<file path="src/tlik_pkg.sv">
`timescale 1ns / 1ps
package tlik_pkg;

  // field and datapath widths
  localparam int unsigned XW          = 11;
  localparam int unsigned LEN_W       = 10;
  localparam int unsigned IDX_W       = 2;
  localparam int unsigned SQ_W        = 21;
  localparam int unsigned D2_W        = 22;
  localparam int unsigned LSQ_W       = 20;
  localparam int unsigned SUM_W       = LEN_W + 1;
  localparam int unsigned N_W         = 23;
  localparam int unsigned MAG_W       = 22;
  localparam int unsigned RAD_W       = 44;
  localparam int unsigned ROOT_W      = RAD_W / 2;
  localparam int unsigned CW          = 34;
  localparam int unsigned ZW          = 26;
  localparam int unsigned INT_FRAC    = 16;
  localparam int unsigned PRESCALE    = 8;
  localparam int unsigned MAX_STAGES  = 24;
  localparam int unsigned ELBOW_W     = 12;
  localparam int unsigned SHOULDER_W  = 14;
  localparam int unsigned IN_TDATA_W  = 24;
  localparam int unsigned OUT_TDATA_W = 32;

  // parameter defaults
  localparam int unsigned ANGLE_FRAC_BITS_DEF = 4;
  localparam int unsigned CORDIC_STAGES_DEF   = 16;

  localparam logic [LEN_W-1:0] LEN_RESET = LEN_W'(200);

  // angles in 2^-16 degree
  localparam logic signed [ZW-1:0] DEG90  = ZW'(90 * (2 ** INT_FRAC));
  localparam logic signed [ZW-1:0] DEG180 = ZW'(180 * (2 ** INT_FRAC));

  // configuration register indexes
  typedef enum logic [IDX_W-1:0] {
    REG_UPPER_ARM = IDX_W'(0),
    REG_FOREARM   = IDX_W'(1)
  } cfg_reg_e;

  // link lengths and terms derived from them
  typedef struct packed {
    logic [LEN_W-1:0] l1;
    logic [LEN_W-1:0] l2;
    logic [LSQ_W-1:0] l1sq;
    logic [LSQ_W-1:0] l2sq;
    logic [RAD_W-1:0] den_e;
  } cfg_t;

  // front end result, one per item
  typedef struct packed {
    logic [RAD_W-1:0]        rad_e;
    logic [RAD_W-1:0]        rad_b;
    logic signed [N_W-1:0]   n_e;
    logic signed [N_W-1:0]   n_b;
    logic                    cl_e;
    logic                    cl_b;
    logic                    unreach;
    logic signed [XW-1:0]    x;
    logic signed [XW-1:0]    y;
  } front_t;

  // flags that ride alongside the cordic pipelines
  typedef struct packed {
    logic unreach;
    logic cl_e;
    logic neg_e;
    logic cl_b;
    logic neg_b;
  } side_t;

  // atan(2^-i) in 2^-16 degree, rounded to nearest
  function automatic logic signed [ZW-1:0] atan_lut(input int unsigned idx);
    logic signed [ZW-1:0] v;
    case (idx)
      0:       v = ZW'(2949120);
      1:       v = ZW'(1740967);
      2:       v = ZW'(919879);
      3:       v = ZW'(466945);
      4:       v = ZW'(234379);
      5:       v = ZW'(117304);
      6:       v = ZW'(58666);
      7:       v = ZW'(29335);
      8:       v = ZW'(14668);
      9:       v = ZW'(7334);
      10:      v = ZW'(3667);
      11:      v = ZW'(1833);
      12:      v = ZW'(917);
      13:      v = ZW'(458);
      14:      v = ZW'(229);
      15:      v = ZW'(115);
      16:      v = ZW'(57);
      17:      v = ZW'(29);
      18:      v = ZW'(14);
      19:      v = ZW'(7);
      20:      v = ZW'(4);
      21:      v = ZW'(2);
      22:      v = ZW'(1);
      default: v = '0;
    endcase
    return v;
  endfunction

endpackage

</file>
<file path="src/tlik_cordic.sv">
`timescale 1ns / 1ps
module tlik_cordic #(
  parameter int unsigned STAGES = tlik_pkg::CORDIC_STAGES_DEF
) (
  input  logic                            clk_i,
  input  logic                            en_i,
  input  logic signed [tlik_pkg::N_W-1:0] x_i,
  input  logic signed [tlik_pkg::N_W-1:0] y_i,
  output logic signed [tlik_pkg::ZW-1:0]  z_o
);
  import tlik_pkg::*;

  logic signed [CW-1:0] xs_q [STAGES];
  logic signed [CW-1:0] ys_q [STAGES];
  logic signed [ZW-1:0] z_q  [STAGES+1];
  logic                 zero_q [STAGES+1];

  logic signed [CW-1:0] xs0, ys0, xp, yp;
  logic signed [ZW-1:0] zp;

  // prescale and rotate into the right half plane
  assign xs0 = {{(CW-N_W){x_i[N_W-1]}}, x_i} <<< PRESCALE;
  assign ys0 = {{(CW-N_W){y_i[N_W-1]}}, y_i} <<< PRESCALE;

  always_comb begin
    xp = xs0;
    yp = ys0;
    zp = '0;
    if (xs0 < 0) begin
      if (ys0 >= 0) begin
        xp = ys0;
        yp = -xs0;
        zp = DEG90;
      end else begin
        xp = -ys0;
        yp = xs0;
        zp = -DEG90;
      end
    end
  end

  always_ff @(posedge clk_i) begin
    if (en_i) begin
      xs_q[0]   <= xp;
      ys_q[0]   <= yp;
      z_q[0]    <= zp;
      zero_q[0] <= (x_i == '0) && (y_i == '0);
    end
  end

  // vectoring iterations, one per stage
  for (genvar j = 1; j <= STAGES; j++) begin : g_iter
    localparam int unsigned SH = j - 1;
    logic signed [CW-1:0] nx, ny;
    logic signed [ZW-1:0] nz;

    always_comb begin
      if (ys_q[j-1] >= 0) begin
        nx = xs_q[j-1] + (ys_q[j-1] >>> SH);
        ny = ys_q[j-1] - (xs_q[j-1] >>> SH);
        nz = z_q[j-1] + atan_lut(SH);
      end else begin
        nx = xs_q[j-1] - (ys_q[j-1] >>> SH);
        ny = ys_q[j-1] + (xs_q[j-1] >>> SH);
        nz = z_q[j-1] - atan_lut(SH);
      end
    end

    always_ff @(posedge clk_i) begin
      if (en_i) begin
        z_q[j]    <= nz;
        zero_q[j] <= zero_q[j-1];
      end
    end

    if (j < STAGES) begin : g_vec
      always_ff @(posedge clk_i) begin
        if (en_i) begin
          xs_q[j] <= nx;
          ys_q[j] <= ny;
        end
      end
    end
  end

  // atan2 of the origin is zero
  assign z_o = zero_q[STAGES] ? '0 : z_q[STAGES];

endmodule

</file>
<file path="config.mk">
export PLATFORM = sky130hd
export DESIGN_NAME = tlik_cordic
export DESIGN_NICKNAME = d
export VERILOG_FILES = /design/src/tlik_pkg.sv /design/src/tlik_cordic.sv
export SDC_FILE = /design/constraint.sdc
export NUM_CORES = 2
export LEC_CHECK = 0
export BUFFER_PORTS_ARGS = -buffer_cell sky130_fd_sc_hd__buf_4
export CORE_UTILIZATION = 54
export DETAILED_ROUTE_END_ITERATION = 16
export PLACE_DENSITY_LB_ADDON = 0.1
export SYNTH_ARGS = -nofsm -noshare
export SYNTH_HDL_FRONTEND = slang
export SYNTH_SLANG_ARGS = --single-unit
</file>
<file path="constraint.sdc">
create_clock -name clk_i -period 6.8 [get_ports clk_i]
set_input_delay 0.34 -clock clk_i [delete_from_list [all_inputs] [get_ports clk_i]]
set_output_delay 0.34 -clock clk_i [all_outputs]
set_load 0.01 [all_outputs]
</file>
==> run_results.csv <==
group,metric,value,unit
sta,setup_viol,0,
drt,drtPass1Iterations,6,
final_layout,nNetsFinal,13600,
cts,clock_latency,820,ps
drt,wl,307000,µm
drt,ant_nets,0,
drt,vias,92200,
die,io_pins,74,
die,die_y,462,µm
synth,synthArstFlopShare,0,
cts,cts_buffer_depth,3,
place,placed_cell_area,118000,µm²
synth,yosys_warnings,0,
sta,max_freq,0.179,GHz
synth,syn_area,114000,µm²
cts,path_clk_slew,70,ps
critical_path,worstSetupStartpointType,"flip-flop",
cts,cts_tree,"built",
critical_path,startpoint,"xs_q[1][11]",
sta,drv_slew,0,
critical_path,cp-end-kind,"flip-flop",
synth,synth.most_common_cell,"edfxtp_1",
critical_path,timing_worst_setup_path_type,"reg -> reg",
cts,cts_resized,0,
synth,synthCells,12000,
cts,post_cts_buffers,0,
global_route,antenna_found_initial,3,
synth,synth_edf_count,1333,
sta,fin_ws,1200,ps
sta,hold_violations,0,
synth,synth_top_cell_area_share,0.350,
place,hpwl,242000,µm
sta,tns,0,ps
sta,period_needed,5600,ps
die,core,210000,µm²
die,start_util,0.544,
synth,synth_seq_area_share,0.350,
run_status,status,"completed",
die,die_x,462,µm
flow_run,cap_violations,0,
synth,synth.top_cells.by_area,"edfxtp_1, ha_1, xnor2_1",
synth,syn_avg_cell_area,9.52,µm²
global_route,grt_pass1_wl,479000,µm
sta,finalCritPeriodShare,0.824,
sta,tightest_slew,1120,ps
final_layout,area_growth,8.82,%
synth,synth_cell_types,85,
place,gp_congestion,0.937,
sta,clock_skew,37.8,ps
cts,cts_buffers,158,
sta,max-slew-margin-rel,0.253,
drt,drt_iter0_drc,6796,
synth,synth_seq_cells,1333,
cts,root_buffer,"clkbuf_16",
synth,synth_common_cells,"edfxtp_1, ha_1, xnor2_1, a21oi_1, nor2_1",
sta,rsz0062_at_grt,"false",
global_route,grt_max_degree,175,
critical_path,crit_fanout,6,
min_path,hp-start,"y_i[22]",
cts,cts_sinks,1333,
cts,htree_num_levels,4,
critical_path,crit_required,7360,ps
drt,drc_errors,0,
global_route,grt_overflow,0,
drt,drt-wirelength-per-cell,20.3,µm
final_layout,drive_gt1_frac,0.0403,
die,num_rows,168,
global_route,grt_pass1_vias,87500,
cts,hold_buffers,64,
drt,vias_per_cell,6.08,
synth,yosysTopAreaCell,"edfxtp_1",
critical_path,reg2reg_from,"xs_q[1][11]",
critical_path,worst_ep_arrival_time,6170,ps
place,pre_cts_slack,1200,ps
synth,ys.flop_type,"edfxtp_1",
final_layout,fin_area,124000,µm²
place,port-buffer-count,72,
global_route,grt_util_all_layers,0.281,
die,dieArea,213000,µm²
min_path,hp-class,"in -> reg",
## cells in the final DEF (no fill, tap or decap), drive strengths merged, types with 187 or more instances in the layout
cell type | Yosys | final
a21o | 494 | 494
a21oi | 1031 | 1031
clkbuf | 195 | 187
edfxtp | 1333 | 1333
ha | 1296 | 1296
inv | 528 | 539
nand2 | 752 | 752
nand2b | 207 | 207
nand3 | 200 | 200
nor2 | 843 | 843
nor2b | 191 | 191
nor3 | 278 | 278
o21ai | 752 | 752
o31ai | 214 | 214
xnor2 | 1087 | 1087
xor2 | 632 | 632
## critical path, stage by stage, from the launching register on
cell      delay, ps
edfxtp_1        460
or4_1           580
nor3_1          210
nand2_1         120
or4_1           420
or4_1           500
or4_1           600
o31ai_1         270
xor2_1          200
ha_1            330
a21oi_1         170
o21ai_0          90
a21oi_1         150
o21ai_0         100
a221oi_1        430
o211ai_1        220
nand2_1         130
o211ai_1        100
a21oi_1         180
xnor2_1          90
## path summary, 6_finish.rpt
| check | to | slack (ps) | cells after the start |
|---|---|---|---|
| worst min-delay path | ys_q[0][33] | 70 | 1 |
| worst max register to register | ys_q[9][33] | 1200 | 19 |
| worst min register to register | zero_q[3] | 420 | 0 |
| worst max-delay path | ys_q[9][33] | 1200 | 19 |
## registers in the layout, summed over array words and instances, names as in the netlist
register  flops
xs_q        462
ys_q        481
z_q         373
zero_q       17
## through the flow
stage / utilization / hold WS (ps) / instances
floorplan: - / 400 / 12100
global placement: 0.564 / 404 / 14800
detailed placement: 0.564 / 405 / 14800
CTS: 0.592 / 0.585 / 15200
global route: 0.592 / 32.1 / 15200
finish: 0.592 / 67.5 / 15200
## metal layers
| layer | vias to the layer above | share of wire | GRT usage |
|---|---|---|---|
| met5 | - | 0 | 0 |
| met1 | 44500 | 0.46 | 0.384 |
| met4 | 0 | 0.025 | 0.0738 |
| li1 | 45200 | - | - |
| met3 | 413 | 0.049 | 0.0342 |
| met2 | 2159 | 0.47 | 0.467 |
## cell type report
type	count	area, µm²
multi-input cells	9990	71700
repair buffers	197	1750
diodes	5	12.5
inverters	533	2000
clock buffers	187	4110
well taps	2805	3510
clock inverters	106	1240
flip-flops and latches	1333	40000
fillers	18100	85700
## logic make-up (layout without fill, tap and decap cells)
group,count (synthesis),in the layout,share of synthesized area
xor gates and xnor gates,1719,1719,0.132
other,1,87,0.0000328
and+or+nand+nor,3233,3233,0.140
adders and majority gates,1331,1331,0.148
AOI/OAI and AO/OA,3588,3588,0.201
DFF,1333,1333,0.350
buffers and inverters,755,1023,0.0249
muxes,37,37,0.00335
Power is left out: the tool's default activity adds up to more than one toggle a clock period on the data nets, which glitch-free logic cannot reach.
