==> config.mk <==
export PLATFORM = sky130hd
export DESIGN_NAME = tlik_isqrt
export DESIGN_NICKNAME = d
export VERILOG_FILES = /design/src/tlik_pkg.sv /design/src/tlik_isqrt.sv
export SDC_FILE = /design/constraint.sdc
export NUM_CORES = 2
export LEC_CHECK = 0
export BUFFER_PORTS_ARGS = -buffer_cell sky130_fd_sc_hd__buf_2
export CAP_MARGIN = 25
export CORE_MARGIN = 3
export CORE_UTILIZATION = 50
export CTS_CLUSTER_SIZE = 16
export DETAILED_ROUTE_END_ITERATION = 8
export GPL_TIMING_DRIVEN = 0
export HOLD_SLACK_MARGIN = 0.1
export PLACE_DENSITY = 0.68
export SYNTH_ARGS = -nofsm -noshare
export SYNTH_HDL_FRONTEND = slang
export SYNTH_SLANG_ARGS = --single-unit
==> constraint.sdc <==
create_clock -name clk_i -period 3.4 [get_ports clk_i]
set_input_delay 0.17 -clock clk_i [delete_from_list [all_inputs] [get_ports clk_i]]
set_output_delay 0.17 -clock clk_i [all_outputs]
set_load 0.01 [all_outputs]
==> src/tlik_pkg.sv <==
`timescale 1ns / 1ps
package tlik_pkg;

  // field and datapath widths
  localparam int unsigned XW          = 11;
  localparam int unsigned LEN_W       = 10;
  localparam int unsigned IDX_W       = 2;
  localparam int unsigned SQ_W        = 21;
  localparam int unsigned D2_W        = 22;
  localparam int unsigned LSQ_W       = 20;
  localparam int unsigned SUM_W       = LEN_W + 1;
  localparam int unsigned N_W         = 23;
  localparam int unsigned MAG_W       = 22;
  localparam int unsigned RAD_W       = 44;
  localparam int unsigned ROOT_W      = RAD_W / 2;
  localparam int unsigned CW          = 34;
  localparam int unsigned ZW          = 26;
  localparam int unsigned INT_FRAC    = 16;
  localparam int unsigned PRESCALE    = 8;
  localparam int unsigned MAX_STAGES  = 24;
  localparam int unsigned ELBOW_W     = 12;
  localparam int unsigned SHOULDER_W  = 14;
  localparam int unsigned IN_TDATA_W  = 24;
  localparam int unsigned OUT_TDATA_W = 32;

  // parameter defaults
  localparam int unsigned ANGLE_FRAC_BITS_DEF = 4;
  localparam int unsigned CORDIC_STAGES_DEF   = 16;

  localparam logic [LEN_W-1:0] LEN_RESET = LEN_W'(200);

  // angles in 2^-16 degree
  localparam logic signed [ZW-1:0] DEG90  = ZW'(90 * (2 ** INT_FRAC));
  localparam logic signed [ZW-1:0] DEG180 = ZW'(180 * (2 ** INT_FRAC));

  // configuration register indexes
  typedef enum logic [IDX_W-1:0] {
    REG_UPPER_ARM = IDX_W'(0),
    REG_FOREARM   = IDX_W'(1)
  } cfg_reg_e;

  // link lengths and terms derived from them
  typedef struct packed {
    logic [LEN_W-1:0] l1;
    logic [LEN_W-1:0] l2;
    logic [LSQ_W-1:0] l1sq;
    logic [LSQ_W-1:0] l2sq;
    logic [RAD_W-1:0] den_e;
  } cfg_t;

  // front end result, one per item
  typedef struct packed {
    logic [RAD_W-1:0]        rad_e;
    logic [RAD_W-1:0]        rad_b;
    logic signed [N_W-1:0]   n_e;
    logic signed [N_W-1:0]   n_b;
    logic                    cl_e;
    logic                    cl_b;
    logic                    unreach;
    logic signed [XW-1:0]    x;
    logic signed [XW-1:0]    y;
  } front_t;

  // flags that ride alongside the cordic pipelines
  typedef struct packed {
    logic unreach;
    logic cl_e;
    logic neg_e;
    logic cl_b;
    logic neg_b;
  } side_t;

  // atan(2^-i) in 2^-16 degree, rounded to nearest
  function automatic logic signed [ZW-1:0] atan_lut(input int unsigned idx);
    logic signed [ZW-1:0] v;
    case (idx)
      0:       v = ZW'(2949120);
      1:       v = ZW'(1740967);
      2:       v = ZW'(919879);
      3:       v = ZW'(466945);
      4:       v = ZW'(234379);
      5:       v = ZW'(117304);
      6:       v = ZW'(58666);
      7:       v = ZW'(29335);
      8:       v = ZW'(14668);
      9:       v = ZW'(7334);
      10:      v = ZW'(3667);
      11:      v = ZW'(1833);
      12:      v = ZW'(917);
      13:      v = ZW'(458);
      14:      v = ZW'(229);
      15:      v = ZW'(115);
      16:      v = ZW'(57);
      17:      v = ZW'(29);
      18:      v = ZW'(14);
      19:      v = ZW'(7);
      20:      v = ZW'(4);
      21:      v = ZW'(2);
      22:      v = ZW'(1);
      default: v = '0;
    endcase
    return v;
  endfunction

endpackage

==> src/tlik_isqrt.sv <==
`timescale 1ns / 1ps
module tlik_isqrt (
  input  logic                          clk_i,
  input  logic                          en_i,
  input  logic [tlik_pkg::RAD_W-1:0]    rad_i,
  output logic [tlik_pkg::ROOT_W-1:0]   root_o
);
  import tlik_pkg::*;

  localparam int unsigned RW = RAD_W + 1;

  logic [RW-1:0] v_q [ROOT_W-1];
  logic [RW-1:0] r_q [ROOT_W];

  // one result bit per stage, restoring square root
  for (genvar k = 0; k < ROOT_W; k++) begin : g_step
    localparam int unsigned SH = RAD_W - 2 - 2 * k;
    logic [RW-1:0] v_in, r_in, t, v_d, r_d;

    if (k == 0) begin : g_first
      assign v_in = RW'(rad_i);
      assign r_in = '0;
    end else begin : g_next
      assign v_in = v_q[k-1];
      assign r_in = r_q[k-1];
    end

    assign t = r_in + (RW'(1) << SH);

    always_comb begin
      if (v_in >= t) begin
        v_d = v_in - t;
        r_d = (r_in >> 1) + (RW'(1) << SH);
      end else begin
        v_d = v_in;
        r_d = r_in >> 1;
      end
    end

    always_ff @(posedge clk_i) begin
      if (en_i) begin
        r_q[k] <= r_d;
      end
    end

    if (k < ROOT_W - 1) begin : g_keep
      always_ff @(posedge clk_i) begin
        if (en_i) begin
          v_q[k] <= v_d;
        end
      end
    end
  end

  assign root_o = r_q[ROOT_W-1][ROOT_W-1:0];

endmodule

==> results.md <==
- Result of the run: finished clean
- Filler cell count: a little under 9,000
- Kind of critical path: reg -> reg
- Cell family contributing the most delay on the critical path: simple AND/OR/NAND/NOR gates
- Largest buffer count on any clock path: 3
- Ant diodes: 0
- Post-layout utilization of the core: a little under three fifths
- Register cell area after layout: ~36,000 µm²
- Type of origin of the critical path: flip-flop
- Share of flip-flops with an asynchronous set or reset after synthesis: 0%
- Count of nets left with antenna violations after detail routing: 0
- Post-Synthesis Cells: roughly 4,500
- Number of vias after detailed routing: around 35,000
- Number of antenna violations at the first check in global routing: 0
- Synthesized Nets: around 4,800
- Placeable Area: ~110,000 µm²
- Rel. slew slack: 36.48%
- Pins Over Slew Limit: 0
- Global-route wire length before repair: approximately 190,000 µm
- Filler-free cell count of the finished design: 6,355
- Actual slew at the worst max-slew pin: approximately 0.94 ns
- Fin worst setup slack: approximately 0.037 ns
- Via count of the first global-routing pass: roughly 36,000
- Final min period: roughly 3.4 ns
- Clock Root Buffer: clkbuf_16
- Reg clk slew, reported paths: around 0.060 ns
- Synth-to-layout area growth: 14.00%
- Top cells by area in the synthesized netlist: edfxtp_1 63%, ha_1 5.9%, xnor2_1 3.2%, xor2_1 3.2%, nand2_1 2.3%
- Final setup viols: 0
- Placed wire-length estimate after detailed placement: roughly 86,000 µm
- Layout cell share with drive strength beyond 1: 10.28%
- Die height: 343.6 µm
- TritonCTS buffer count: 120
- Count of flip-flops with a built-in enable after synthesis: between 1,000 and 1,500
- Top fanout value on the critical path: 5
- Sequential share of the synthesized area: between 60% and 70%
- GR Overflow Total: 0
- 1st-pass router iterations: 7
- Final weighted congestion in routability-driven placement: about 0.97
- Average vias per placed instance: between 5 and 6
- Total Die Area: 118,100 µm²
- Width of the die: about 340 µm
- NumNets Final: 5,070
- Ratio of final minimum period to clock period: 98.90%
- Total DRC errors in the routed layout: 0
- Pin count of the biggest net entering global routing: 187
- Post-Route Skew: 0.04153 ns
- I/O pin count: 68
- Post-Synthesis Cell Area: about 57,000 µm²
- Post-Synthesis Mean Instance Area: 12.73 µm²
- Class of the worst hold path: in -> reg
- Buffers & Inverters on Critical Path: 2
- TritonCTS clock tree: built
- Critical path arrival: 3.80 ns
- Syn. warnings: 0
- Number of sinks on the clock net: ~1,200
- Maximum vdd drop: 0.5111 mV
- Slowest stage cell on the critical path: or4b_4
- Fraction of post-synthesis cell area in the top cell type by area: a little over three fifths
- Number of synthesized register bits: 1,198
- Total of buffers placed on input and output ports: 67
- Setup TNS Final: 0 ns
- Number of core rows: 123
- Top achievable clock speed: between 200 and 300 MHz
- Number of hold-slack violations in the final timing report: 0
- Clock latency at the later pin of the worst-skew pair: around 0.72 ns
- Maximum single-stage delay on the critical path: around 0.47 ns
- Critical path required time: around 3.8 ns
- Multi-input logic area: between 20,000 and 25,000 µm²
- Starting density of the core: around 51%
- Count of distinct cell types in the synthesized netlist: between 90 and 100
- Kind of end point of the critical path: flip-flop
- Overall power of the completed layout: ~0.04 W
- Number of levels the H-tree was split into: 3
- Dpl cells: 6,052
- Leakage power summed over all cells: between 20 and 25 nW
- Post-Place Setup Slack: -1.180 ns
- Total length of routed wires: 119,200 µm
- Wire length per cell after detailed routing: around 19 µm
- Flip-flop cell with the highest count after synthesis: edfxtp_1
- RSZ-0062 raised after global routing: true
- Cell type with the largest total area after synthesis: edfxtp_1
- Reported max-cap violation count: 0
- Starting DRT DRC Count: ~2,300
- Cell breakdown of the critical path: ha_4, or4b_4, nor4_4, nand4b_1, and4b_1, o2111a_1, clkbuf_8, nand3b_1, buf_4, nor2_4, xor2_1
- Ratio of total power to cell area: slightly above 600 nW/µm²
- GRT Total Usage: between 20% and 30%
## power by group
| group | internal (W) | switching, W | total, W |
|---|---|---|---|
| logic | 0.00295 | 0.00403 | 0.00698 |
| registers | 0.0185 | 0.00123 | 0.0197 |
| clock network | 0.00712 | 0.00553 | 0.0127 |
## cell families after synthesis
| group | Yosys count | synth area share (%) |
|---|---|---|
| compound gates | 803 | 8.816 |
| xor+xnor | 415 | 6.377 |
| fa+ha+maj | 271 | 5.949 |
| buf+inv | 408 | 2.806 |
| flops | 1198 | 63.12 |
| mux | 38 | 0.7266 |
| other cells | 1 | 0.006579 |
| simple gates | 1343 | 12.20 |
## flip-flops by register name, summed over array words and instances, names as in the netlist
name	count
r_q	253
v_q	945
## metal layers
metal / routed length, µm / GRT usage, % / vias to the layer above
li1: - / - / 17290
met1: 44150 / 21.30 / 17070
met2: 64830 / 39.23 / 833
met3: 4411 / 2.651 / 297
met4: 5830 / 9.041 / 0
met5: 0 / 0 / -
## cell usage in the layout (no fill, tap or decap), types with 22 or more instances in the layout
cell type         n
a211oi_1         24
a21o_1           74
a21oi_1         211
and3_1           22
buf_2            79
buf_4            37
clkbuf_1         47
clkbuf_16       120
clkinv_1         30
clkinv_2         23
dlygate4sd3_1    58
edfxtp_1       1198
ha_1            248
inv_1           327
mux2_2           24
nand2_1         345
nand2b_1         61
nand3_1          69
nand4_1          53
nor2_1          258
nor2b_1          34
nor3_1          112
nor4_1          140
o211ai_1         28
o21a_1           52
o21ai_0         235
o31ai_1          28
or3_1            49
or4_1            28
xnor2_1         209
xor2_1          206
## what timing repair did
item / in CTS / in global routing
cloned: 0 / 0
resized for setup: 105 / 94
pin swaps: 24 / 29
hold endpoints to repair: 180 / 0
hold buffers: 58 / 0
endpoints found under the setup margin: 295 / 251
buffers inserted: 15 / 21
## metrics by stage
step / instance area, µm² / hold slack [ns]
2_1_floorplan: 57000 / 0.2689
3_3_place_gp: 59210 / 0.3464
3_5_place_dp: 59420 / 0.3481
4_1_cts: 64430 / 0.1023
5_1_grt: 64970 / 0.1167
6_report: 64970 / 0.1569
## worst paths after layout
kind,startpoint,to,slack (ns),cells past startpoint
max,v_q[2][55],v_q[2][134],0.04,11
min,rad_i[40],v_q[0][40],0.16,2
max reg2reg,v_q[2][55],v_q[2][134],0.04,11
min reg2reg,v_q[0][337],v_q[1][22],0.43,0
## area by class of cell
class / count / share of cell area, %
inverter: 331 / 1.926
clock inverter: 80 / 1.128
sequential: 1198 / 55.37
buffer: 61 / 0.5642
tap: 1500 / 2.889
clock buffer: 144 / 4.760
multi-input combinational: 2871 / 31.17
timing repair buffer: 170 / 2.199
## Yosys cell counts (14+ instances only)
master,count
edfxtp_1,1198
nand2_1,345
inv_1,327
ha_1,271
nor2_1,261
o21ai_0,241
a21oi_1,213
xnor2_1,209
xor2_1,206
nor4_1,158
nor3_1,124
a21o_1,74
nand3_1,71
nand2b_1,62
clkbuf_1,54
nand4_1,53
o21a_1,52
or3_1,50
nor2b_1,35
or4_1,33
o31ai_1,30
a211oi_1,28
o211ai_1,28
and3_1,24
mux2_2,24
o21bai_1,21
nor4b_1,19
a31oi_1,16
or2_2,15
nand3b_1,14
(Power assumes the default switching activity.)
