**src/tlik_pkg.sv**
```systemverilog
`timescale 1ns / 1ps
package tlik_pkg;

  // field and datapath widths
  localparam int unsigned XW          = 11;
  localparam int unsigned LEN_W       = 10;
  localparam int unsigned IDX_W       = 2;
  localparam int unsigned SQ_W        = 21;
  localparam int unsigned D2_W        = 22;
  localparam int unsigned LSQ_W       = 20;
  localparam int unsigned SUM_W       = LEN_W + 1;
  localparam int unsigned N_W         = 23;
  localparam int unsigned MAG_W       = 22;
  localparam int unsigned RAD_W       = 44;
  localparam int unsigned ROOT_W      = RAD_W / 2;
  localparam int unsigned CW          = 34;
  localparam int unsigned ZW          = 26;
  localparam int unsigned INT_FRAC    = 16;
  localparam int unsigned PRESCALE    = 8;
  localparam int unsigned MAX_STAGES  = 24;
  localparam int unsigned ELBOW_W     = 12;
  localparam int unsigned SHOULDER_W  = 14;
  localparam int unsigned IN_TDATA_W  = 24;
  localparam int unsigned OUT_TDATA_W = 32;

  // parameter defaults
  localparam int unsigned ANGLE_FRAC_BITS_DEF = 4;
  localparam int unsigned CORDIC_STAGES_DEF   = 16;

  localparam logic [LEN_W-1:0] LEN_RESET = LEN_W'(200);

  // angles in 2^-16 degree
  localparam logic signed [ZW-1:0] DEG90  = ZW'(90 * (2 ** INT_FRAC));
  localparam logic signed [ZW-1:0] DEG180 = ZW'(180 * (2 ** INT_FRAC));

  // configuration register indexes
  typedef enum logic [IDX_W-1:0] {
    REG_UPPER_ARM = IDX_W'(0),
    REG_FOREARM   = IDX_W'(1)
  } cfg_reg_e;

  // link lengths and terms derived from them
  typedef struct packed {
    logic [LEN_W-1:0] l1;
    logic [LEN_W-1:0] l2;
    logic [LSQ_W-1:0] l1sq;
    logic [LSQ_W-1:0] l2sq;
    logic [RAD_W-1:0] den_e;
  } cfg_t;

  // front end result, one per item
  typedef struct packed {
    logic [RAD_W-1:0]        rad_e;
    logic [RAD_W-1:0]        rad_b;
    logic signed [N_W-1:0]   n_e;
    logic signed [N_W-1:0]   n_b;
    logic                    cl_e;
    logic                    cl_b;
    logic                    unreach;
    logic signed [XW-1:0]    x;
    logic signed [XW-1:0]    y;
  } front_t;

  // flags that ride alongside the cordic pipelines
  typedef struct packed {
    logic unreach;
    logic cl_e;
    logic neg_e;
    logic cl_b;
    logic neg_b;
  } side_t;

  // atan(2^-i) in 2^-16 degree, rounded to nearest
  function automatic logic signed [ZW-1:0] atan_lut(input int unsigned idx);
    logic signed [ZW-1:0] v;
    case (idx)
      0:       v = ZW'(2949120);
      1:       v = ZW'(1740967);
      2:       v = ZW'(919879);
      3:       v = ZW'(466945);
      4:       v = ZW'(234379);
      5:       v = ZW'(117304);
      6:       v = ZW'(58666);
      7:       v = ZW'(29335);
      8:       v = ZW'(14668);
      9:       v = ZW'(7334);
      10:      v = ZW'(3667);
      11:      v = ZW'(1833);
      12:      v = ZW'(917);
      13:      v = ZW'(458);
      14:      v = ZW'(229);
      15:      v = ZW'(115);
      16:      v = ZW'(57);
      17:      v = ZW'(29);
      18:      v = ZW'(14);
      19:      v = ZW'(7);
      20:      v = ZW'(4);
      21:      v = ZW'(2);
      22:      v = ZW'(1);
      default: v = '0;
    endcase
    return v;
  endfunction

endpackage

```
**src/tlik_front.sv**
```systemverilog
`timescale 1ns / 1ps
module tlik_front (
  input  logic                             clk_i,
  input  logic                             rst_ni,
  input  logic                             en_i,
  input  logic                             valid_i,
  input  logic signed [tlik_pkg::XW-1:0]   x_i,
  input  logic signed [tlik_pkg::XW-1:0]   y_i,
  input  tlik_pkg::cfg_t                   cfg_i,
  output logic                             valid_o,
  output tlik_pkg::front_t                 data_o
);
  import tlik_pkg::*;

  logic [4:0] vld_q;

  logic signed [XW-1:0]  x1_q, y1_q, x2_q, y2_q, x3_q, y3_q, x4_q, y4_q;
  logic [SQ_W-1:0]       xx1_q, yy1_q;
  logic [D2_W-1:0]       d2_2_q, d2_3_q;
  logic [SUM_W-1:0]      lsum2_q;
  logic signed [N_W-1:0] ne3_q, nb3_q, ne4_q, nb4_q;
  logic                  un3_q, un4_q;
  logic [RAD_W-1:0]      nsqe4_q, nsqb4_q, denb4_q;
  front_t                f5_q;

  logic signed [2*XW-1:0] xx_s, yy_s;
  logic [2*SUM_W-1:0]     reach;
  logic [MAG_W-1:0]       mag_e, mag_b;
  logic [RAD_W-1:0]       nsq_e, nsq_b, den_b;

  // stage 1: squares of the coordinates
  assign xx_s = (2*XW)'(x_i) * (2*XW)'(x_i);
  assign yy_s = (2*XW)'(y_i) * (2*XW)'(y_i);

  // stage 3: reach and the two cosine numerators
  assign reach = (2*SUM_W)'(lsum2_q) * (2*SUM_W)'(lsum2_q);

  // stage 4: squared numerators and the shoulder denominator
  assign mag_e = ne3_q[N_W-1] ? MAG_W'(-ne3_q) : MAG_W'(ne3_q);
  assign mag_b = nb3_q[N_W-1] ? MAG_W'(-nb3_q) : MAG_W'(nb3_q);
  assign nsq_e = RAD_W'(mag_e) * RAD_W'(mag_e);
  assign nsq_b = RAD_W'(mag_b) * RAD_W'(mag_b);
  assign den_b = RAD_W'({cfg_i.l1sq, 2'b00}) * RAD_W'(d2_3_q);

  always_ff @(posedge clk_i or negedge rst_ni) begin
    if (!rst_ni) begin
      vld_q <= '0;
    end else if (en_i) begin
      vld_q <= {vld_q[3:0], valid_i};
    end
  end

  always_ff @(posedge clk_i) begin
    if (en_i) begin
      x1_q    <= x_i;
      y1_q    <= y_i;
      xx1_q   <= xx_s[SQ_W-1:0];
      yy1_q   <= yy_s[SQ_W-1:0];

      // stage 2: distance squared
      x2_q    <= x1_q;
      y2_q    <= y1_q;
      d2_2_q  <= D2_W'(xx1_q) + D2_W'(yy1_q);
      lsum2_q <= SUM_W'(cfg_i.l1) + SUM_W'(cfg_i.l2);

      x3_q    <= x2_q;
      y3_q    <= y2_q;
      d2_3_q  <= d2_2_q;
      un3_q   <= D2_W'(d2_2_q) > D2_W'(reach);
      ne3_q   <= N_W'(cfg_i.l1sq) + N_W'(cfg_i.l2sq) - N_W'(d2_2_q);
      nb3_q   <= N_W'(cfg_i.l1sq) - N_W'(cfg_i.l2sq) + N_W'(d2_2_q);

      x4_q    <= x3_q;
      y4_q    <= y3_q;
      ne4_q   <= ne3_q;
      nb4_q   <= nb3_q;
      un4_q   <= un3_q;
      nsqe4_q <= nsq_e;
      nsqb4_q <= nsq_b;
      denb4_q <= den_b;

      // stage 5: clamp test and radicands
      f5_q.cl_e    <= nsqe4_q >= cfg_i.den_e;
      f5_q.cl_b    <= nsqb4_q >= denb4_q;
      f5_q.rad_e   <= cfg_i.den_e - nsqe4_q;
      f5_q.rad_b   <= denb4_q - nsqb4_q;
      f5_q.n_e     <= ne4_q;
      f5_q.n_b     <= nb4_q;
      f5_q.unreach <= un4_q;
      f5_q.x       <= x4_q;
      f5_q.y       <= y4_q;
    end
  end

  assign valid_o = vld_q[4];
  assign data_o  = f5_q;

endmodule

```
**config.mk**
```make
export PLATFORM = sky130hd
export DESIGN_NAME = tlik_front
export DESIGN_NICKNAME = d
export VERILOG_FILES = /design/src/tlik_pkg.sv /design/src/tlik_front.sv
export SDC_FILE = /design/constraint.sdc
export NUM_CORES = 2
export LEC_CHECK = 0
export ABC_AREA = 0
export CORE_AREA = 4 4 385 387
export DETAILED_ROUTE_END_ITERATION = 10
export DIE_AREA = 0 0 389 391
export DONT_BUFFER_PORTS = 1
export GPL_TIMING_DRIVEN = 0
export PLACE_DENSITY_LB_ADDON = 0.3
export SLEW_MARGIN = 20
export SYNTH_ARGS = -nofsm -noshare
export SYNTH_HDL_FRONTEND = slang
export SYNTH_SLANG_ARGS = --single-unit
export TNS_END_PERCENT = 1
```
**constraint.sdc**
```tcl
create_clock -name clk_i -period 14.9 [get_ports clk_i]
set_input_delay 1.49 -clock clk_i [delete_from_list [all_inputs] [get_ports clk_i]]
set_output_delay 1.49 -clock clk_i [all_outputs]
set_load 0.02 [all_outputs]
```
==> flow_summary.toml <==
[yosys]
ys_async_sr_fraction = 0.00888
synth-seq-cells = 563
yosys_warnings = 0
synthTopCellsByArea = "fa_1, edfxtp_1, ha_1"
post-synth-top-count-cell = "inv_1"
netlist_instances = 7812
synth_cell_types = 83
synthTopCellsByCount = "inv_1, fa_1, ha_1"
synth_flop_cell = "edfxtp_1"
synth_area_mm2 = 0.0790
yosys.area.top_type = "fa_1"
ys_seq_area_frac = 0.214
synth_edf_count = 558
yosys.area.top_type_share = 0.337
syn_area_per_cell_um2 = 10.1

[drt]
drt_iter0_markers = 3774
ant_nets = 0
drc_errors = 0
drt-vias-per-instance = 5.49
drt_pre_antenna_iters = 6
via_count = 54234
wl_per_cell_um = 20.5
wirelength_um = 203000

[floorplanning]
ioPinCount = 290
die_x_um = 389
rows = 140
die_height_um = 391
core_mm2 = 0.145
start_util = 0.546
die_area_mm2 = 0.152

[worst_setup_path]
cpMostUsedCell = "fa_1"
path_max_fanout = 11
crit_type = "flip-flop to flip-flop"
startpoint_type = "flip-flop"
crit_arrival_ns = 12.98
critPathMaxStageDelay_ns = 0.80
critical_path_required_ns = 15.33
crit_slowest_cell = "xor2_1"
r2r_slack_ns = 2.35
cp-end-kind = "flip-flop"

[clock_tree]
cts_resized = 0
clk_pin_slew_ns = 0.07
cts_buffers = 73
cts_setup_buffers = 0
htreeDepth = 3
cts_root_buf = "clkbuf_16"
postCtsHoldBufs = 0
cts_buffer_depth = 3
cts.sinks = 563
tritoncts = "built"
clock_latency_ns = 0.69

[timing]
fin_ws_ns = 2.35
slew_viol_final = 0
clock_skew_ns = 0.0318
clock.fmax_ghz = 0.0797
worstMarginPinSlew_ns = 1.25
finalSetupTns_ns = 0
hold_viol = 0
setup_viol = 0
min_period_over_period = 0.842
fin_crit_ns = 12.55
maxSlewHeadroom = 0.162
grt_setup_unrepaired = "false"

[min_path]
hold_path.class = "flip-flop to flip-flop"

[finish]
fin_nets = 10160
drive_above_1_share = 0.0241
fillerInstances = 12325
syn_to_final_growth_pct = 6.40

[grt]
grt_max_degree = 564
grt_pass1_wl_um = 318000
antenna_found_initial = 29
grt_pass1_vias = 57272
track_usage = 0.272
gr-total-overflow = 0

[place]
dp_slack_ns = 2.69
detailed_place_hpwl_um = 169000
place.gp.congestion = 0.977
numPortBuffers = 0

[outcome]
status = "finished, final reports clean"

[job]
drv_cap = 0
[final cells by class]
type                       instances  area [um2]  share of cell area
antenna                           15        37.5            0.000446
buffer                           218         837             0.00996
clock buffer                      80        1870              0.0223
clock inverter                    54         488             0.00580
inverter                        1845        6930              0.0824
multi-input combinational       5189       54500               0.648
sequential                       563       16900               0.201
tap                             1917        2400              0.0285
timing repair buffer               6         133             0.00158
[stage by stage]
step	util	cell area, um2	std cells	hold slack [ns]
3_5_place_dp	0.563	81500	9734	0.405
2_1_floorplan	-	79000	7815	0.400
6_report	0.580	84100	9887	0.400
3_3_place_gp	0.562	81400	9732	0.402
5_1_grt	0.580	84000	9873	0.416
4_1_cts	0.579	83900	9868	0.403
[critical path: cells and delay by family (launching register included)]
kind,cells,cell delay [ns]
compound gates,4,1.06
xor+xnor,2,0.96
flops,1,0.47
simple gates,11,3.65
fa+ha+maj,9,4.22
buf+inv,8,1.94
[placed cells by master (no fill, tap or decap), drive strengths merged, types with 119 or more instances in the layout]
cell type / n
a21o: 148
xnor2: 281
o21ai: 143
ha: 803
clkbuf: 285
and2: 348
xor2: 119
nor2: 394
a21oi: 263
fa: 1331
nand2: 674
edfxtp: 558
inv: 1843
[metal layers]
layer,wire [um],track usage,part of all wire
met3,20300,0.0805,0.10
met1,81900,0.360,0.40
met5,94,0,0.00046
met2,93300,0.434,0.46
met4,6990,0.0871,0.035
[cells by family after synthesis]
kind of cell,Yosys count,share of synthesized area
buffers and inverters,2063,0.0982
other,1,0.0000475
AND/OR/NAND/NOR,1775,0.106
adder cells (fa/ha/maj),2136,0.465
multiplexers,9,0.00127
XOR/XNOR,400,0.0449
AO/OA/AOI/OAI,865,0.0711
flip-flops,563,0.214
[worst paths after layout]
kind / startpoint / cells past startpoint / end
worst min register to register: ne4_q[7]$_DFFE_PP_ / 0 / data_o[55]$_DFFE_PP_
worst min-delay path: ne4_q[7]$_DFFE_PP_ / 0 / data_o[55]$_DFFE_PP_
max in group asynchronous: rst_ni / 0 / vld_q[2]$_DFFE_PN0P_
worst max register to register: nb3_q[0]$_DFFE_PP_ / 34 / nsqb4_q[37]$_DFFE_PP_
worst max-delay path: nb3_q[0]$_DFFE_PP_ / 34 / nsqb4_q[37]$_DFFE_PP_
min in group asynchronous: rst_ni / 0 / vld_q[1]$_DFFE_PN0P_
[registers in the layout, summed over array words and instances, names as in the netlist, 22 cells and up]
name,cells
d2_2_q,22
d2_3_q,22
data_o,157
denb4_q,42
nb3_q,23
nb4_q,23
ne3_q,23
ne4_q,23
nsqb4_q,42
nsqe4_q,42
Power is not shown: default switching activity piles up to over one toggle a cycle in this logic, so the estimate is an artifact.
