File: config.mk
export PLATFORM = sky130hd
export DESIGN_NAME = tlik_cfg
export DESIGN_NICKNAME = d
export VERILOG_FILES = /design/src/tlik_pkg.sv /design/src/tlik_cfg.sv
export SDC_FILE = /design/constraint.sdc
export NUM_CORES = 1
export LEC_CHECK = 0
export BUFFER_PORTS_ARGS = -buffer_cell sky130_fd_sc_hd__buf_2
export CAP_MARGIN = 20
export CORE_AREA = 2 2 281 283
export CTS_BUF_LIST = sky130_fd_sc_hd__clkbuf_8
export DETAILED_ROUTE_END_ITERATION = 12
export DIE_AREA = 0 0 283 285
export GPL_TIMING_DRIVEN = 0
export PLACE_DENSITY_LB_ADDON = 0.2
export SYNTH_ARGS = -nofsm -noshare
export SYNTH_HDL_FRONTEND = slang
export SYNTH_SLANG_ARGS = --single-unit
File: constraint.sdc
create_clock -name clk_i -period 8.5 [get_ports clk_i]
set_input_delay 1.7 -clock clk_i [delete_from_list [all_inputs] [get_ports clk_i]]
set_output_delay 1.7 -clock clk_i [all_outputs]
set_load 0.01 [all_outputs]
File: src/tlik_pkg.sv
`timescale 1ns / 1ps
package tlik_pkg;

  // field and datapath widths
  localparam int unsigned XW          = 11;
  localparam int unsigned LEN_W       = 10;
  localparam int unsigned IDX_W       = 2;
  localparam int unsigned SQ_W        = 21;
  localparam int unsigned D2_W        = 22;
  localparam int unsigned LSQ_W       = 20;
  localparam int unsigned SUM_W       = LEN_W + 1;
  localparam int unsigned N_W         = 23;
  localparam int unsigned MAG_W       = 22;
  localparam int unsigned RAD_W       = 44;
  localparam int unsigned ROOT_W      = RAD_W / 2;
  localparam int unsigned CW          = 34;
  localparam int unsigned ZW          = 26;
  localparam int unsigned INT_FRAC    = 16;
  localparam int unsigned PRESCALE    = 8;
  localparam int unsigned MAX_STAGES  = 24;
  localparam int unsigned ELBOW_W     = 12;
  localparam int unsigned SHOULDER_W  = 14;
  localparam int unsigned IN_TDATA_W  = 24;
  localparam int unsigned OUT_TDATA_W = 32;

  // parameter defaults
  localparam int unsigned ANGLE_FRAC_BITS_DEF = 4;
  localparam int unsigned CORDIC_STAGES_DEF   = 16;

  localparam logic [LEN_W-1:0] LEN_RESET = LEN_W'(200);

  // angles in 2^-16 degree
  localparam logic signed [ZW-1:0] DEG90  = ZW'(90 * (2 ** INT_FRAC));
  localparam logic signed [ZW-1:0] DEG180 = ZW'(180 * (2 ** INT_FRAC));

  // configuration register indexes
  typedef enum logic [IDX_W-1:0] {
    REG_UPPER_ARM = IDX_W'(0),
    REG_FOREARM   = IDX_W'(1)
  } cfg_reg_e;

  // link lengths and terms derived from them
  typedef struct packed {
    logic [LEN_W-1:0] l1;
    logic [LEN_W-1:0] l2;
    logic [LSQ_W-1:0] l1sq;
    logic [LSQ_W-1:0] l2sq;
    logic [RAD_W-1:0] den_e;
  } cfg_t;

  // front end result, one per item
  typedef struct packed {
    logic [RAD_W-1:0]        rad_e;
    logic [RAD_W-1:0]        rad_b;
    logic signed [N_W-1:0]   n_e;
    logic signed [N_W-1:0]   n_b;
    logic                    cl_e;
    logic                    cl_b;
    logic                    unreach;
    logic signed [XW-1:0]    x;
    logic signed [XW-1:0]    y;
  } front_t;

  // flags that ride alongside the cordic pipelines
  typedef struct packed {
    logic unreach;
    logic cl_e;
    logic neg_e;
    logic cl_b;
    logic neg_b;
  } side_t;

  // atan(2^-i) in 2^-16 degree, rounded to nearest
  function automatic logic signed [ZW-1:0] atan_lut(input int unsigned idx);
    logic signed [ZW-1:0] v;
    case (idx)
      0:       v = ZW'(2949120);
      1:       v = ZW'(1740967);
      2:       v = ZW'(919879);
      3:       v = ZW'(466945);
      4:       v = ZW'(234379);
      5:       v = ZW'(117304);
      6:       v = ZW'(58666);
      7:       v = ZW'(29335);
      8:       v = ZW'(14668);
      9:       v = ZW'(7334);
      10:      v = ZW'(3667);
      11:      v = ZW'(1833);
      12:      v = ZW'(917);
      13:      v = ZW'(458);
      14:      v = ZW'(229);
      15:      v = ZW'(115);
      16:      v = ZW'(57);
      17:      v = ZW'(29);
      18:      v = ZW'(14);
      19:      v = ZW'(7);
      20:      v = ZW'(4);
      21:      v = ZW'(2);
      22:      v = ZW'(1);
      default: v = '0;
    endcase
    return v;
  endfunction

endpackage

File: src/tlik_cfg.sv
`timescale 1ns / 1ps
module tlik_cfg (
  input  logic                          clk_i,
  input  logic                          rst_ni,
  input  logic                          cfg_valid_i,
  output logic                          cfg_ready_o,
  input  logic [tlik_pkg::IDX_W-1:0]    cfg_index_i,
  input  logic [tlik_pkg::LEN_W-1:0]    cfg_data_i,
  output tlik_pkg::cfg_t                cfg_o
);
  import tlik_pkg::*;

  logic [LEN_W-1:0]   l1_q, l1_d, l2_q, l2_d;
  logic [LSQ_W-1:0]   l1sq_q, l2sq_q, l1l2_q;
  logic [RAD_W-1:0]   den_e_q;
  logic [2*LSQ_W-1:0] l1l2_sq;

  assign cfg_ready_o = 1'b1;

  // register write decode
  always_comb begin
    l1_d = l1_q;
    l2_d = l2_q;
    if (cfg_valid_i) begin
      case (cfg_index_i)
        REG_UPPER_ARM: l1_d = cfg_data_i;
        REG_FOREARM:   l2_d = cfg_data_i;
        default:       ;
      endcase
    end
  end

  always_ff @(posedge clk_i or negedge rst_ni) begin
    if (!rst_ni) begin
      l1_q <= LEN_RESET;
      l2_q <= LEN_RESET;
    end else begin
      l1_q <= l1_d;
      l2_q <= l2_d;
    end
  end

  // derived terms, registered from the link lengths; den_e is registered again after l1l2_q
  assign l1l2_sq = (2*LSQ_W)'(l1l2_q) * (2*LSQ_W)'(l1l2_q);

  always_ff @(posedge clk_i) begin
    l1sq_q  <= LSQ_W'(l1_q) * LSQ_W'(l1_q);
    l2sq_q  <= LSQ_W'(l2_q) * LSQ_W'(l2_q);
    l1l2_q  <= LSQ_W'(l1_q) * LSQ_W'(l2_q);
    den_e_q <= RAD_W'({l1l2_sq, 2'b00});
  end

  assign cfg_o.l1    = l1_q;
  assign cfg_o.l2    = l2_q;
  assign cfg_o.l1sq  = l1sq_q;
  assign cfg_o.l2sq  = l2sq_q;
  assign cfg_o.den_e = den_e_q;

endmodule

==> results of run 1 <==
[Yosys cell counts (all sizes together) (15+ instances only)]
cell / instances
clkbuf: 76
a21oi: 81
mux2: 19
o21ai: 34
ha: 302
and2: 163
nand2: 244
inv: 544
nor2b: 15
xor2: 37
nor2: 77
dfxtp: 97
nand3: 23
a21o: 42
fa: 433
xnor2: 72
[flip-flops by register name (all words and copies together), names as in the netlist]
name	cells
l2sq_q	19
l2_q	10
den_e_q	39
l1l2_q	20
l1_q	10
l1sq_q	19
[critical path, delay by kind of cell (launching register included)]
kind	cells	cell delay [ns]
AND/OR/NAND/NOR	3	0.60
buffers and inverters	5	1.15
AO/OA/AOI/OAI	6	1.66
flip-flops	1	0.45
adder cells (fa/ha/maj)	8	3.95
[cell type report]
class | instances | area, um^2
clock buffers | 17 | 234.0
clock inverters | 15 | 163.9
flip-flops and latches | 117 | 2450
multi-input cells | 1698 | 18220
fillers | 8179 | 52530
plain buffers | 92 | 461.7
well taps | 1050 | 1314
inverters | 544 | 2042
repair buffers | 111 | 555.5
[layer usage]
layer,GRT usage (%),wire length (um),vias to the layer above
li1,-,-,7760
met1,20.82,27690,8299
met2,26.97,30090,335
met3,3.064,3159,58
met4,3.936,1041,0
met5,0,0,-
[worst paths after layout]
kind	end	slack (ns)	cells past startpoint
min	den_e_q[2]	0.45	0
max in group asynchronous	l2_q[7]	7.06	1
max	den_e_q[41]	0.57	22
min reg2reg	den_e_q[2]	0.45	0
min in group asynchronous	l1_q[8]	1.08	1
max reg2reg	den_e_q[41]	0.57	22
[logic make-up after synthesis]
family / count (synthesis)
and+or+nand+nor: 587
AOI/OAI and AO/OA: 240
muxes: 19
adders and majority gates: 735
other: 2
xor gates and xnor gates: 109
DFF: 117
buffers and inverters: 636
[through the flow]
stage	util [%]	std cells	worst slack, ns
finish	32.62	3644	0.5693
global route	32.62	3644	0.02523
detailed placement	32.10	3612	-0.01637
global placement	32.10	3612	-0.01503
CTS	32.61	3644	0.08084
floorplan	-	2451	1.980
[layout by cell type, fill, tap and decap left out, drive strengths merged, types with 6 or more instances in the layout]
cell	Yosys	routed
xnor2	72	72
and3	11	11
and2	163	163
dfrtp	14	14
nor3	13	13
or2	9	9
nand4	10	10
a211oi	9	9
buf	14	125
o21ai	34	34
ha	302	302
inv	544	553
fa	433	433
a21o	42	42
o21a	8	8
conb	2	8
a21oi	81	81
mux2	19	19
o21bai	12	12
a31oi	6	6
a31o	6	6
dfxtp	97	97
nor4	6	6
nor2	77	77
xor2	37	37
dfstp	6	6
nor2b	15	15
clkbuf	76	93
nand2	244	244
nand3	23	23
[what timing repair did]
item	CTS	global route
gates resized for setup	2	14
hold endpoints to repair	0	0
setup endpoints to repair	1	1
pin swaps	0	0
==> results_dict.tcl, run 1 <==
set metrics [dict create \
    route.detailed.drc 0 \
    netlist.area_leader.share_pct 37.47 \
    crit_fanout 10 \
    cts_buffer_depth 2 \
    fmax_mhz 126.1 \
    fin_tns_setup_ns 0 \
    core_um2 77970 \
    worstHoldStart "l1l2_q[0]" \
    synth_area_per_cell_um2 9.463 \
    place_area_um2 25030 \
    track_usage_pct 15.90 \
    start_util_pct 29.67 \
    worst_path_most_repeated_cell "fa_1" \
    synthSimpleGateAreaFrac_pct 12.34 \
    crit_path_start "l1l2_q[8]" \
    cts_inserted_buffers 17 \
    cts_setup_buffers 0 \
    synth_top_area_cell "fa_1" \
    required_ns 8.92 \
    cp_cell_sequence "clkbuf_1 -> clkbuf_2 -> nand2_1 -> fa_1 -> inv_1 -> fa_1 -> fa_1 -> fa_1 -> inv_1 -> fa_1 -> inv_1 -> fa_1 -> fa_1 -> ha_1 -> a21o_1 -> a21oi_1 -> nor4b_1 -> a21boi_2 -> o211ai_1 -> a21bo_1 -> nor3_1 -> a311oi_1" \
    antenna_found_initial 0 \
    max-cap-violations 0 \
    finalInstanceArea_um2 25440 \
    grt.overflow.total 0 \
    clock_latency_ns 0.55 \
    synth-xor-area-share_pct 4.126 \
    dpl.hpwl_um 51840 \
    h-tree-depth 4 \
    timing.slew.headroom_pct 42.90 \
    arrival_ns 8.35 \
    synth_edf_count 0 \
    cts_tree "yes" \
    finalCritPeriodShare_pct 93.30 \
    die_h_um 285 \
    final_net_count 3331 \
    synth_fa_ha_area_share_pct 53.80 \
    clock_sinks 117 \
    synth.yosys.seq_area_share_pct 10.59 \
    io_buffers 111 \
    place_congestion 0.8626 \
    syn-cell-area_um2 23140 \
    rsz0062_at_grt "no" \
    min_period_ns 7.931 \
    worst_r2r_startpoint "l1l2_q[8]" \
    syn_inst 2445 \
    ys_ff_latch 117 \
    whs_ns 0.4541 \
    grt_pass1_wl_um 99930 \
    worstMarginPinSlew_ns 0.8566 \
    holdCritPathClass "reg2reg" \
    wl_per_cell_um 17.01 \
    async_flop_share_pct 17.09 \
    die_w_um 283 \
    ys_warn_count 0 \
    syn_to_final_growth_pct 9.945 \
    dieArea_um2 80660 \
    final_antenna_net_count 0 \
    antenna_cells 0 \
    end_kind "flip-flop" \
    grt_max_degree 21 \
    io-pin-count 120 \
    critPathKind "reg2reg" \
    finalSetupViolCount 0 \
    slowest_delay_ns 0.60 \
    muxShareOfSynthArea_pct 0.9248 \
    drt-initial-drc-count 722 \
    maxSlewViolCount 0 \
    cp-start-kind "flip-flop" \
    skew_ns 0.02417 \
    wl_um 61980 \
    synth_area_leaders "fa_1 (37%), ha_1 (16%), inv_1 (8.8%)" \
    num_rows 103 \
    cts_hold_buf 0 \
    run_status "finished clean" \
    synth-main-ff-cell "dfxtp_1" \
    drive_gt1_share_pct 8.867 \
    hold_viol 0 \
    ys_types 79 \
    vias_per_cell 4.515 \
    first_pass_iters 5 \
    synth_top_family_by_area "adder cells" \
    grt_pass1_vias 17980 \
    cts_root_buf "clkbuf_8" \
    vias 16450 \
    clkTransAtPathRegs_ns 0.10 \
    synth_compound_area_share_pct 7.414 \
    crit_slowest_cell "fa_1" \
]
Power of run 1 is left out: the tool's default activity adds up to more than one toggle a clock period on the data nets, which glitch-free logic cannot reach.
==> run 2: changes to the inputs <==
CTS_BUF_LIST = sky130_fd_sc_hd__clkbuf_8 sky130_fd_sc_hd__clkbuf_16   (was sky130_fd_sc_hd__clkbuf_8)
GPL_TIMING_DRIVEN = unset   (was 0)
==> results_dict.tcl, run 2 (synthesized netlist as in run 1, its figures left out) <==
set metrics [dict create \
    end_kind "flip-flop" \
    grt_pass1_wl_um 93980 \
    dp_cells 3537 \
    nFillCells 8181 \
    worstMarginPinSlew_ns 0.9814 \
    cts_buffer_depth 2 \
    final_antenna_net_count 0 \
    critical_path.top_delay_family "adder cells" \
    arrival_ns 7.52 \
    largest_reg_flops 39 \
    syn_to_final_growth_pct 9.351 \
    clock_sinks 117 \
    vias_per_cell 4.461 \
    grt_pass1_vias 17780 \
    critPathKind "reg2reg" \
    cts_root_buf "clkbuf_16" \
    cts_resized 0 \
    finalCritPeriodShare_pct 84.39 \
    crit_fanout 21 \
    layout_commonest_cell "inv_1" \
    worst_path_most_repeated_cell "fa_1" \
    antenna_found_initial 0 \
    rsz0062_at_grt "no" \
    cp_cell_sequence "nand2_1 -> xor2_1 -> ha_1 -> a31o_2 -> fa_1 -> inv_1 -> fa_1 -> inv_1 -> fa_1 -> fa_1 -> fa_1 -> fa_1 -> ha_1 -> a21oi_1 -> and2_1 -> a22oi_1 -> a21boi_2 -> o211ai_1 -> a21bo_1 -> nor3_1 -> a311oi_1" \
    timing.slew.headroom_pct 34.48 \
    core_um2 77970 \
    vias 15920 \
    io_buffers 111 \
    cp_num_buf_inv 2 \
    slowest_delay_ns 0.97 \
    fin_tns_setup_ns 0 \
    route.detailed.drc 0 \
    worstHoldStart "l1l2_q[0]" \
    largestRegisters "den_e_q x39, l1l2_q x20" \
    fin_cells 3569 \
    skew_ns 0.01283 \
    dieArea_um2 80660 \
    num_rows 103 \
    place_congestion 0.8224 \
    io-pin-count 120 \
    hold_viol 0 \
    cts_hold_buf 0 \
    clock_latency_ns 0.48 \
    regMostFlops "den_e_q" \
    wl_per_cell_um 15.77 \
    grt_max_degree 28 \
    mostFrequentLayoutCells "inv_1 (544), fa_1 (433), ha_1 (302)" \
    crit_path_start "l1l2_q[9]" \
    min_period_ns 7.173 \
    multi_input_area_um2 18220 \
    cts_inserted_buffers 17 \
    holdCritPathClass "reg2reg" \
    crit_slowest_cell "dfxtp_1" \
    track_usage_pct 14.63 \
    required_ns 8.85 \
    dpl.hpwl_um 46750 \
    wl_um 56290 \
    clkTransAtPathRegs_ns 0.07 \
    first_pass_iters 5 \
    die_w_um 283 \
    cp-start-kind "flip-flop" \
    max-cap-violations 0 \
    start_util_pct 29.67 \
    run_status "finished clean" \
    worst_r2r_startpoint "l1l2_q[9]" \
    fmax_mhz 139.4 \
    regArea_um2 2450 \
    drive_gt1_share_pct 8.853 \
    h-tree-depth 4 \
    grt.overflow.total 0 \
    maxSlewViolCount 0 \
    die_h_um 285 \
    cts_tree "yes" \
    antenna_cells 0 \
    drt-initial-drc-count 655 \
    reg2reg_slack_ns 1.33 \
    final_net_count 3256 \
    cts_setup_buffers 0 \
    finalSetupViolCount 0 \
]
==> run 2: changes by cell type in the layout (fill, tap and decap cells not counted), moves of 2 or more <==
cell / previous run / this run
buf_6: 3 / 0
buf_4: 10 / 17
clkbuf_2: 9 / 0
clkbuf_8: 18 / 0
clkbuf_16: 0 / 17
inv_8: 3 / 1
clkbuf_1: 66 / 0
==> run 2: metal layers <==
| layer | track usage, % | wire (um) |
|---|---|---|
| met3 | 3.056 | 2480 |
| met4 | 3.976 | 1155 |
| met5 | 0 | 0 |
| met2 | 24.41 | 26360 |
| met1 | 19.20 | 26300 |
==> run 2: final timing paths <==
kind,end,cells past startpoint
worst max-delay path,den_e_q[41],21
worst min-delay path,den_e_q[2],1
worst max register to register,den_e_q[41],21
worst min register to register,den_e_q[2],1
max in group asynchronous,l1_q[7],1
min in group asynchronous,l1_q[2],1
==> run 2: final cells by class <==
type                       count  share of cell area, %
timing repair buffer         128                  2.700
multi-input combinational   1698                  72.00
sequential                   117                  9.683
clock buffer                  17                  1.682
inverter                     544                  8.071
clock inverter                15                 0.6677
tap                         1050                  5.193
==> run 2: through the flow <==
stage	hold WS (ns)	util [%]	cell area, um^2	worst slack (ns)
global route	0.6043	32.45	25300	0.9631
floorplan	0.3620	-	23160	1.980
CTS	0.5824	32.45	25300	1.227
global placement	0.5849	31.69	24700	1.398
detailed placement	0.5774	31.69	24700	1.262
finish	0.5799	32.45	25300	1.327
Power of run 2 is left out for the same reason.
